File: src/keyed_universal_hash_engine_core_macros.svh
// Assertion macros shared by the hash engine RTL.
`ifndef KEYED_UNIVERSAL_HASH_ENGINE_CORE_MACROS_SVH
`define KEYED_UNIVERSAL_HASH_ENGINE_CORE_MACROS_SVH

`ifndef SYNTH
// Same-cycle implication, sampled on clk, off while rst_n is low.
`define KUHE_ASSERT_IMPL(label, pre, post) \
    label: assert property (@(posedge clk) disable iff (!rst_n) (pre) |-> (post)) \
        else $error("kuhe: same-cycle check failed");
// Next-cycle implication, sampled on clk, off while rst_n is low.
`define KUHE_ASSERT_NEXT(label, pre, post) \
    label: assert property (@(posedge clk) disable iff (!rst_n) (pre) |=> (post)) \
        else $error("kuhe: next-cycle check failed");
`else
`define KUHE_ASSERT_IMPL(label, pre, post)
`define KUHE_ASSERT_NEXT(label, pre, post)
`endif

`endif

File: src/kuhe_pkg.sv
// Types and constants for the keyed universal hash engine.
package kuhe_pkg;

    localparam int unsigned WORD_W    = 32;
    localparam int unsigned ACC_W     = 64;
    localparam int unsigned CFG_IDX_W = 2;

    // Hash mode codes; the two unused codes fall to the default arms.
    typedef enum logic [2:0] {
        MODE_MULTILINEAR = 3'd0,
        MODE_HALF_MULT   = 3'd1,
        MODE_NH          = 3'd2,
        MODE_SQUARES     = 3'd3,
        MODE_LINEAR      = 3'd4,
        MODE_XAMA        = 3'd5
    } mode_t;

    // Configuration register indexes.
    typedef enum logic [CFG_IDX_W-1:0] {
        REG_MODE      = 2'd0,
        REG_START_KEY = 2'd1
    } reg_idx_t;

    // How lane results combine and fold into the accumulator.
    typedef enum logic [1:0] {
        MRG_ADD  = 2'd0,
        MRG_XOR  = 2'd1,
        MRG_HOLD = 2'd2
    } merge_op_t;

    // Per-item control that travels down the pipeline with the data.
    typedef struct packed {
        merge_op_t op;
        logic      seed_key;  // seed from start_key at the first pair
        logic      full_out;  // emit the whole accumulator
        logic      last;
    } ctrl_t;

endpackage

File: src/kuhe_merge.sv
// Merge stage: combine the two lane results into one registered delta.
module kuhe_merge
    import kuhe_pkg::*;
(
    input  logic             clk,
    input  logic             en,
    input  merge_op_t        op,
    input  logic [ACC_W-1:0] lane0,
    input  logic [ACC_W-1:0] lane1,
    output logic [ACC_W-1:0] delta
);

    logic [ACC_W-1:0] delta_next;
    logic [ACC_W-1:0] delta_reg;

    always_comb
    begin
        unique case (op)
            MRG_XOR: delta_next = lane0 ^ lane1;
            MRG_ADD: delta_next = lane0 + lane1;
            default: delta_next = '0;
        endcase
    end

    always_ff @(posedge clk)
    begin
        if (en)
        begin
            delta_reg <= delta_next;
        end
    end

    assign delta = delta_reg;

endmodule

File: config.mk
export PLATFORM = sky130hd
export DESIGN_NAME = kuhe_merge
export DESIGN_NICKNAME = d
export VERILOG_FILES = /design/src/keyed_universal_hash_engine_core_macros.svh /design/src/kuhe_pkg.sv /design/src/kuhe_merge.sv
export SDC_FILE = /design/constraint.sdc
export NUM_CORES = 1
export LEC_CHECK = 0
export ABC_CLOCK_PERIOD_IN_PS = 4400
export BUFFER_PORTS_ARGS = -buffer_cell sky130_fd_sc_hd__buf_2
export CAP_MARGIN = 20
export CORE_UTILIZATION = 50
export DETAILED_ROUTE_END_ITERATION = 7
export GPL_ROUTABILITY_DRIVEN = 1
export PLACE_DENSITY_LB_ADDON = 0.12
export SLEW_MARGIN = 20
export SYNTH_ARGS = -nofsm -noshare
export SYNTH_HDL_FRONTEND = slang
export SYNTH_SLANG_ARGS = --single-unit
File: constraint.sdc
create_clock -name clk -period 4.4 [get_ports clk]
set_input_delay 0.22 -clock clk [delete_from_list [all_inputs] [get_ports clk]]
set_output_delay 0.22 -clock clk [all_outputs]
set_load 0.03 [all_outputs]
## Word-level counts from Yosys, hierarchy flattened

Index checks and enable logic that the tools add are counted.
W data, S select, Z words.

| operators by class | value |
|---|---|
| add/sub/neg operators | 1 |
| eq/ne operators | 1 |
| mux-type cells | 1 |
| bitwise operators | 1 |
| reductions and logical operators | 1 |

Operators by type and width:

| kind | count |
|---|---|
| $pmux W64 S2 | 1 |
| $add A64 B64 Y64 | 1 |
| $xor A64 B64 Y64 | 1 |
| $eq A2 B1 Y1 const B | 1 |
| $logic_not A2 Y1 | 1 |

| word-level totals | value |
|---|---|
| flip-flop bits (word level) | 64 |

## Logic depth before layout (Yosys ltp)

Gate-level depths: netlist of run 1.

| depth | value |
|---|---|
| word-level depth | 2 |
| gate-level depth with buffers | 11 |
| gate-level depth less buffers | 11 |

## Worst setup path before layout of run 1

No wires, ideal clock.

| path | value |
|---|---|
| path kind | input-to-reg |
| start | input port lane0[6] |
| end | register delta_reg[59], in the netlist delta[59] (data pin) |
| library setup time | 0.260 ns |
| arrival time | 2.431 ns |
| path slack | 1.709 ns |
| stages | 10 |
| buffers on the path | 0 |
| path through | ha_1 a21oi_1 inv_1 o41ai_2 a21oi_2 o21a_2 a31oi_2 o21a_1 a311o_1 mux2_2 |

| between the ends | value |
|---|---|
| longest elaborated chain between the ends | 2 |

RTL lines:

| item | line | text |
|---|---|---|
| start: declaration | kuhe_merge.sv:8 | `input logic [ACC_W-1:0] lane0,` |
| $add A64 B64 Y64 | kuhe_merge.sv:20 | `MRG_ADD: delta_next = lane0 + lane1;` |
| $pmux W64 S2 | kuhe_merge.sv:18 | `unique case (op)` |
| via delta_next[59] | kuhe_merge.sv:13 | `logic [ACC_W-1:0] delta_next;` |
| end signal: assignment | kuhe_merge.sv:29 | `delta_reg <= delta_next;` |
| end: declaration | kuhe_merge.sv:14 | `logic [ACC_W-1:0] delta_reg;` |

The timed path passes the listed nets, and every way through them passes these cells.
A chain may end at the register's enable or synchronous reset.

## Worst setup path in the final report of run 1

| path | value |
|---|---|
| start | input port lane0[3] |
| end | register delta_reg[62], in the netlist delta[62] (data pin) |

The elaborated chain is that of the path after synthesis.

==> flow_summary_export.csv, run 1 <==
group,metric,value,unit
setup_path,cp_cell_sequence,"buf_2 > ha_1 > o211ai_1 > o21ai_0 > a31oi_1 > o221a_2 > nor4_1 > nand3_1 > o21ai_0 > mux2_2",
clocking,cts_setup_buffers,0,
floorplan,coreArea,12800,um2
sta,min_period_over_period,0.701,
setup_path,required,4.49,ns
logic_synthesis,ys_ff_latch,64,
clocking,h-tree-depth,3,
clocking,clkTransAtPathRegs,0.05,ns
layout,layout_commonest_cell,"buf_2",
sta,hold_viol,0,
sta,fmaxAchievable,324,MHz
layout,utilization,0.629,
clocking,root_buffer,"clkbuf_16",
sta,setup_viol,0,
layout,nFillCells,1137,
grt,grt_max_degree,65,
layout,areaGrowthSynthToFinish,20.8,%
logic_synthesis,ys_async_sr_fraction,0,
route,drc,0,
floorplan,ios,196,
grt,grt_usage,0.302,
setup_path,startpoint,"lane0[3]",
layout,multi_input_area,4460,um2
sta,slew_headroom,0.342,
setup_path,critPathMaxStageDelay,0.68,ns
layout,final_nets,1190,
logic_synthesis,syn_area,6640,um2
layout,most-common-layout-cells,"buf_2 (195), a21oi_1 (117), nor2_1 (87)",
place,io_buffer_count,195,
floorplan,fp.dieW,117,um
layout,drive_gt1_frac,0.239,
clocking,clockBufferDepth,2,
route,first_iter_violations,652,
place,dp_slack,1.04,ns
logic_synthesis,yosys_warnings,0,
sta,worstMarginPinSlew,0.988,ns
floorplan,start_util,0.520,
grt,antenna_found_initial,0,
setup_path,worst_setup_path_end_kind,"flop",
route,wire_per_inst,17.5,um
layout,n_antenna_cell,0,
floorplan,die-area,13800,um2
setup_path,arrival,3.18,ns
place,place_hpwl,15600,um
clocking,cts.repair.resized,0,
floorplan,rows,41,
route,antenna_left,0,
clocking,cts_buffers,9,
flow_run,maxCapViolations,0,
clocking,cts_hold_buf,0,
setup_path,critPathTopFamily,"compound AO/OA/AOI/OAI gates",
route,wirelength,20400,um
clocking,tritoncts,"built",
clocking,clock_sinks,64,
setup_path,startpoint_type,"input pin",
power,power_density,321,nW/um2
sta,setup_tns,0,ns
place,gp_congestion,0.907,
power,vdd_ir_drop_max,0.172,mV
power,p_leak,3.45,nW
logic_synthesis,synth_cell_types,62,
layout,register_area,1920,um2
logic_synthesis,avgSynthCellArea,8.02,um2
grt,grt_overflow,0,
route,vias_per_cell,5.96,
layout,largest_reg_flops,64,
logic_synthesis,synth_ff_type,"edfxtp_1",
logic_synthesis,synth_cells,828,
route,vias,6984,
sta,drv_slew,0,
setup_path,critPathMostFrequentCell,"o21ai_0",
setup_path,cp_slowest_cell,"nor4_1",
setup_path,worst-path-buf-inv,1,
grt,grt_pass1_wl,31700,um
hold_path,hold_path.class,"in2reg",
logic_synthesis,synth_edf_count,64,
floorplan,fp.dieH,117,um
sta,rsz0062_at_grt,"false",
hold_path,min_from,"lane1[0]",
sta,timing.hold.ws,0.310,ns
logic_synthesis,synth-seq-area-share,0.289,
sta,fin_crit,3.09,ns
grt,grt_pass1_vias,6349,
setup_path,crit_fanout,6,
setup_path,path_class,"in2reg",
sta,setup_slack,1.31,ns
status,outcome,"finished, final reports clean",
logic_synthesis,synth_fp_nets,1024,
route,firstDrtPassIters,5,
[cells in the mapped netlist, types with 4 or more instances]
cell	count	share of area
a21oi_1	117	0.088
nor2_1	87	0.049
nand2_1	72	0.041
edfxtp_1	64	0.29
ha_1	63	0.12
o21ai_0	62	0.047
clkbuf_1	36	0.020
a21o_1	33	0.037
nand4_1	30	0.028
inv_1	24	0.014
o21bai_1	21	0.024
xnor2_1	21	0.028
nor3_1	20	0.015
or3_1	18	0.017
nor2b_1	17	0.016
a31oi_1	12	0.011
mux2_2	12	0.020
nand3_1	11	0.0083
xor2_1	11	0.015
o21a_1	9	0.010
a211oi_1	7	0.0079
buf_2	6	0.0045
nand2b_1	6	0.0057
and3_1	5	0.0047
and2_1	4	0.0038
nor4_1	4	0.0038
o211ai_1	4	0.0045
[cells by family after synthesis]
logic type | synth area share
DFF | 0.289
AOI/OAI and AO/OA | 0.282
and+or+nand+nor | 0.201
xor gates and xnor gates | 0.0422
muxes | 0.0241
buffers and inverters | 0.0395
adders and majority gates | 0.122
[cell type report]
class                           count  share of cell area
Clock inverter                      6              0.0134
Multi-Input combinational cell    696               0.555
Inverter                           24              0.0112
Clock buffer                       10              0.0285
Tap cell                          172              0.0268
Timing Repair Buffer              199               0.125
Sequential cell                    64               0.239
[per-stage QoR]
stage	cells	power, W	area [um2]
CTS	1171	0.00257	8030
detailed placement	1155	0.00173	7690
global route	1171	0.00270	8030
floorplan	828	0.00145	6640
finish	1171	0.00258	8030
global placement	1155	0.00173	7690
[report_power, final]
part	switching, W	leakage [nW]	internal, W
sequential	0.0000188	0.617	0.000755
clock	0.000286	0.162	0.000552
combinational	0.000622	2.67	0.000342
[final timing paths]
check | endpoint | slack, ns | cells past startpoint
hold / removal | delta[0] | 0.31 | 3
setup / recovery | delta[62] | 1.31 | 10
[worst min-delay path: stages]
cell     delay, ns
buf_2         0.08
ha_1          0.12
nor2b_1       0.12
[routing by layer]
metal | vias to the layer above | GRT usage | wire [um]
li1 | 3427 | - | -
met1 | 3198 | 0.426 | 9410
met2 | 319 | 0.461 | 8890
met3 | 40 | 0.0489 | 1640
met4 | 0 | 0.120 | 502
met5 | - | 0 | 0
(Power assumes the default switching activity.)
==> inputs of run 2 (changes only) <==
--- a/config.mk
+++ b/config.mk
@@ -5,7 +5,7 @@
 export SDC_FILE = /design/constraint.sdc
 export NUM_CORES = 1
 export LEC_CHECK = 0
-export ABC_CLOCK_PERIOD_IN_PS = 4400
+export ABC_CLOCK_PERIOD_IN_PS = 3000
 export BUFFER_PORTS_ARGS = -buffer_cell sky130_fd_sc_hd__buf_2
 export CAP_MARGIN = 20
 export CORE_UTILIZATION = 50
==> constraint.sdc (replaced) <==
create_clock -name clk -period 3 [get_ports clk]
set_input_delay 0.15 -clock clk [delete_from_list [all_inputs] [get_ports clk]]
set_output_delay 0.15 -clock clk [all_outputs]
set_load 0.03 [all_outputs]
==> run 2 against run 1 <==
Net effect: worst setup slack worse by 1.0 ns; critical endpoint is now delta[61]; cell count is 6.0% higher; first-iteration DRC count is 0.61% lower; flip-flop and latch count stayed put; critical path type unchanged; sequential share of layout area is 1.4 points lower; clock-buffer cell count is 1 lower; worst hold slack worse by 0.049 ns; highest routed layer unchanged.
==> flow_summary_export.csv, run 2 (synthesis results as in run 1) <==
group,metric,value,unit
status,outcome,"finished, final reports clean",
grt,grt_pass1_vias,6521,
clocking,clock_sinks,64,
sta,setup_viol,0,
clocking,cts_buffers,9,
floorplan,fp.dieH,117,um
clocking,tritoncts,"built",
grt,grt_max_degree,65,
hold_path,hold_path.class,"in2reg",
sta,hold_viol,0,
route,wl_met2,9140,um
route,wire_per_inst,16.5,um
power,finalPower,0.00373,W
route,vias_per_cell,5.86,
power,switchingPower,0.00139,W
grt,grt_overflow,0,
sta,slew_headroom,0.253,
grt,grt_usage,0.303,
sta,worstMarginPinSlew,1.12,ns
place,gp_congestion,0.924,
power,p_leak,3.77,nW
clocking,cts_setup_buffers,0,
grt,grt_pass1_wl,32000,um
power,vdd_ir_drop_max,0.271,mV
power,p_sw_frac,0.372,
sta,setup_tns,0,ns
route,top_layer,"met4",
flow_run,maxCapViolations,0,
floorplan,die-area,13800,um2
place,io_buffer_count,195,
power,seqPwrFrac,0.305,
floorplan,ios,196,
setup_path,crit_fanout,4,
layout,final_nets,1260,
clocking,h-tree-depth,3,
power,pwr-share-clk,0.286,
layout,register_area,1920,um2
route,wl_met1,9390,um
clocking,clockBufferDepth,2,
route,antenna_left,0,
setup_path,arrival,2.80,ns
place,place_hpwl,16000,um
layout,multi_input_area,4460,um2
sta,min_period_over_period,0.903,
power,comb_power_share,0.409,
clocking,cts.repair.resized,0,
floorplan,coreArea,12800,um2
sta,rsz0062_at_grt,"false",
sta,fin_crit,2.71,ns
layout,largest_reg_flops,64,
layout,layout_commonest_cell,"buf_2",
setup_path,worst_setup_path_end_kind,"flop",
sta,drv_slew,0,
setup_path,startpoint_type,"input pin",
layout,most-common-layout-cells,"buf_2 (195), a21oi_1 (117), nor2_1 (87)",
clocking,root_buffer,"clkbuf_16",
route,wirelength,20500,um
route,dr_wl_met3,1520,um
power,internal_power,0.00235,W
layout,nFillCells,1139,
route,first_iter_violations,648,
sta,fmaxAchievable,369,MHz
floorplan,fp.dieW,117,um
floorplan,start_util,0.520,
route,firstDrtPassIters,7,
route,drc,0,
route,vias,7270,
setup_path,required,3.10,ns
layout,n_antenna_cell,0,
floorplan,rows,41,
grt,antenna_found_initial,0,
power,power_density,439,nW/um2
layout,drive_gt1_frac,0.289,
layout,areaGrowthSynthToFinish,28.2,%
setup_path,path_class,"in2reg",
clocking,cts_hold_buf,0,
clocking,clkTransAtPathRegs,0.06,ns
==> run 2: changes by cell type in the layout (fill, tap and decap cells not counted), sizes merged <==
cell and change:
bufinv -2, buf +70, inv +1, clkinvlp +1, clkinv +1, clkbuf -1
==> run 2: path summary, 6_finish.rpt <==
| kind | startpoint | to | slack [ns] | cells past startpoint |
|---|---|---|---|---|
| max | lane0[0] | delta[61] | 0.29 | 12 |
| min | lane1[0] | delta[0] | 0.26 | 3 |
==> run 2: final cells by class <==
cell class | count | area share
Timing Repair Buffer | 269 | 0.180
Multi-Input combinational cell | 696 | 0.524
Clock buffer | 9 | 0.0265
Tap cell | 172 | 0.0253
Inverter | 24 | 0.0106
Clock inverter | 7 | 0.00838
Sequential cell | 64 | 0.226
==> run 2: per-stage QoR <==
step / area (um2) / util / worst slack (ns) / hold slack (ns) / cells
after floorplan: 6640 / - / 0.379 / 0.262 / 828
after global placement: 8220 / 0.643 / -0.00935 / 0.609 / 1225
after detailed placement: 8220 / 0.643 / -0.0146 / 0.606 / 1225
after CTS: 8510 / 0.667 / 0.343 / 0.258 / 1241
after global routing: 8510 / 0.667 / 0.133 / 0.307 / 1241
final: 8510 / 0.667 / 0.292 / 0.261 / 1241
==> run 2: routing by layer <==
| metal | vias up | GRT usage |
|---|---|---|
| li1 | 3577 | - |
| met1 | 3338 | 0.424 |
| met2 | 320 | 0.476 |
| met3 | 35 | 0.0391 |
| met4 | 0 | 0.116 |
| met5 | - | 0 |
==> run 2: power by group through the flow <==
stage | clock, W | sequential (W) | combinational [W]
floorplan | 0 | 0.00135 | 0.000770
global placement | 0 | 0.00116 | 0.00149
detailed placement | 0 | 0.00116 | 0.00150
CTS | 0.00108 | 0.00114 | 0.00151
global route | 0.00111 | 0.00115 | 0.00167
finish | 0.00107 | 0.00114 | 0.00153
==> run 2: critical path, cell delays in order <==
cell and delay (ns):
buf_2 0.10, ha_1 0.21, buf_4 0.13, a21o_1 0.19, and4_1 0.24, o311ai_0 0.37, a21o_1 0.22, a21boi_1 0.16
a21oi_1 0.23, nor2_1 0.13, a21oi_1 0.29, mux2_2 0.37
==> inputs of run 3 (changes only) <==
--- a/config.mk
+++ b/config.mk
@@ -11,7 +11,7 @@
 export CORE_UTILIZATION = 50
 export DETAILED_ROUTE_END_ITERATION = 7
 export GPL_ROUTABILITY_DRIVEN = 1
-export PLACE_DENSITY_LB_ADDON = 0.12
+export PLACE_DENSITY = 0.79
 export SLEW_MARGIN = 20
 export SYNTH_ARGS = -nofsm -noshare
 export SYNTH_HDL_FRONTEND = slang
==> run 3 against run 2 <==
Net effect: cell count is 0.48% lower; worst hold slack worse by 0.018 ns; utilization is 0.40 points lower; first-iteration DRC count is 44% higher; global-route usage is 0.18 points lower; flip-flop and latch count stayed put; non-clock buffer count is 4 lower; largest power group unchanged.
==> flow_summary_export.csv, run 3 (synthesis results as in run 1) <==
group,metric,value,unit
route,first_iter_violations,931,
setup_path,arrival,2.90,ns
route,vias_per_cell,5.99,
route,vias,7402,
clocking,root_buffer,"clkbuf_16",
setup_path,path_class,"in2reg",
route,wirelength,20800,um
setup_path,crit_fanout,6,
grt,antenna_found_initial,0,
clocking,cts_setup_buffers,0,
floorplan,rows,41,
sta,min_period_over_period,0.936,
flow_run,maxCapViolations,0,
clocking,cts.repair.resized,0,
floorplan,coreArea,12800,um2
layout,final_nets,1256,
floorplan,start_util,0.520,
layout,drive_gt1_frac,0.284,
floorplan,fp.dieH,117,um
layout,n_antenna_cell,0,
grt,grt_overflow,0,
sta,drv_slew,0,
route,drc,0,
place,gp_congestion,0.945,
place,io_buffer_count,195,
setup_path,worst_setup_path_end_kind,"flop",
clocking,h-tree-depth,3,
layout,final_area,8460,um2
layout,layout_commonest_cell,"buf_2",
clocking,cts_hold_buf,0,
grt,grt_pass1_vias,6431,
power,vdd_ir_drop_max,0.249,mV
place,dp.cells,1221,
sta,hold_viol,0,
clocking,clkTransAtPathRegs,0.06,ns
sta,rsz0062_at_grt,"false",
layout,most-common-layout-cells,"buf_2 (195), a21oi_1 (117), nor2_1 (87)",
clocking,cts_buffers,9,
place,placed_area,8190,um2
status,outcome,"finished, final reports clean",
sta,worstMarginPinSlew,1.06,ns
hold_path,hold_path.class,"in2reg",
layout,stdcell_count,1235,
grt,grt_pass1_wl,31800,um
sta,slew_headroom,0.294,
hold_path,min_from,"lane1[0]",
sta,setup_viol,0,
grt,grt_max_degree,59,
hold_path,min_to,"delta[0]",
power,power_density,435,nW/um2
hold_path,whs_path_depth,3,
route,firstDrtPassIters,6,
route,wire_per_inst,16.8,um
power,p_leak,3.74,nW
floorplan,ios,196,
floorplan,die-area,13800,um2
grt,grt_usage,0.301,
grt,use_met3,0.0324,
route,antenna_left,0,
grt,use_met1,0.414,
layout,utilization,0.663,
setup_path,startpoint_type,"input pin",
grt,grtUsageMet2,0.485,
sta,fin_crit,2.81,ns
clocking,clock_sinks,64,
clocking,tritoncts,"built",
grt,grt_busiest_layer,"met2",
clocking,clockBufferDepth,2,
layout,largest_reg_flops,64,
layout,areaGrowthSynthToFinish,27.4,%
place,place_hpwl,16500,um
setup_path,required,3.09,ns
floorplan,fp.dieW,117,um
sta,fmaxAchievable,356,MHz
[run 3: cell types whose count changed in the layout (fill, tap and decap cells not counted), sizes merged]
cell      previous run  this run
inv                 25        24
clkinvlp             2         1
buf                269       265
[run 3: worst max-delay path, stage by stage]
cell and delay [ns]:
buf_2 0.10, ha_1 0.36, a21oi_1 0.34, o21ai_0 0.19, or2_2 0.31, nor3_1 0.17, a21boi_1 0.20, a211oi_1 0.38
o31ai_1 0.16, a21oi_1 0.20, mux2_2 0.35
[run 3: how the worst max path moves through the flow]
| stage | slack [ns] | startpoint | depth (start not counted) | to |
|---|---|---|---|---|
| after floorplan | 0.38 | lane0[6] | 10 | delta[59] |
| after global placement | -0.007 | lane0[6] | 11 | delta[59] |
| after detailed placement | -0.07 | lane0[0] | 12 | delta[49] |
| after CTS | 0.27 | lane0[0] | 12 | delta[49] |
| after global routing | 0.06 | lane0[14] | 11 | delta[49] |
| final | 0.19 | lane0[14] | 11 | delta[49] |
[run 3: layer usage]
metal	up-vias	wire length (um)
met5	-	0
met4	0	549
met3	44	1890
met2	415	9320
met1	3390	9030
li1	3553	-
[run 3: cell type report]
type | instances | area (um2)
repair buffers | 265 | 1500
multi-input cells | 696 | 4460
inverters | 24 | 90.1
flip-flops and latches | 64 | 1920
fillers | 1099 | 4310
clock buffers | 9 | 225
well taps | 172 | 215
clock inverters | 5 | 50.0
[run 3: per-stage QoR]
| step | setup slack [ns] | hold WS, ns | TNS [ns] | total power, W |
|---|---|---|---|---|
| after global routing | 0.0622 | 0.284 | 0 | 0.00385 |
| after detailed placement | -0.0654 | 0.578 | -0.0707 | 0.00265 |
| final | 0.191 | 0.243 | 0 | 0.00368 |
| after global placement | -0.00686 | 0.575 | -0.00686 | 0.00264 |
| after CTS | 0.268 | 0.241 | 0 | 0.00366 |
| after floorplan | 0.379 | 0.262 | 0 | 0.00212 |
[run 3: where the power goes]
part | switching, W | internal, W | total [W]
sequential | 0.0000331 | 0.00111 | 0.00114
combinational | 0.000940 | 0.000587 | 0.00153
clock | 0.000384 | 0.000626 | 0.00101
total | 0.00136 | 0.00232 | 0.00368
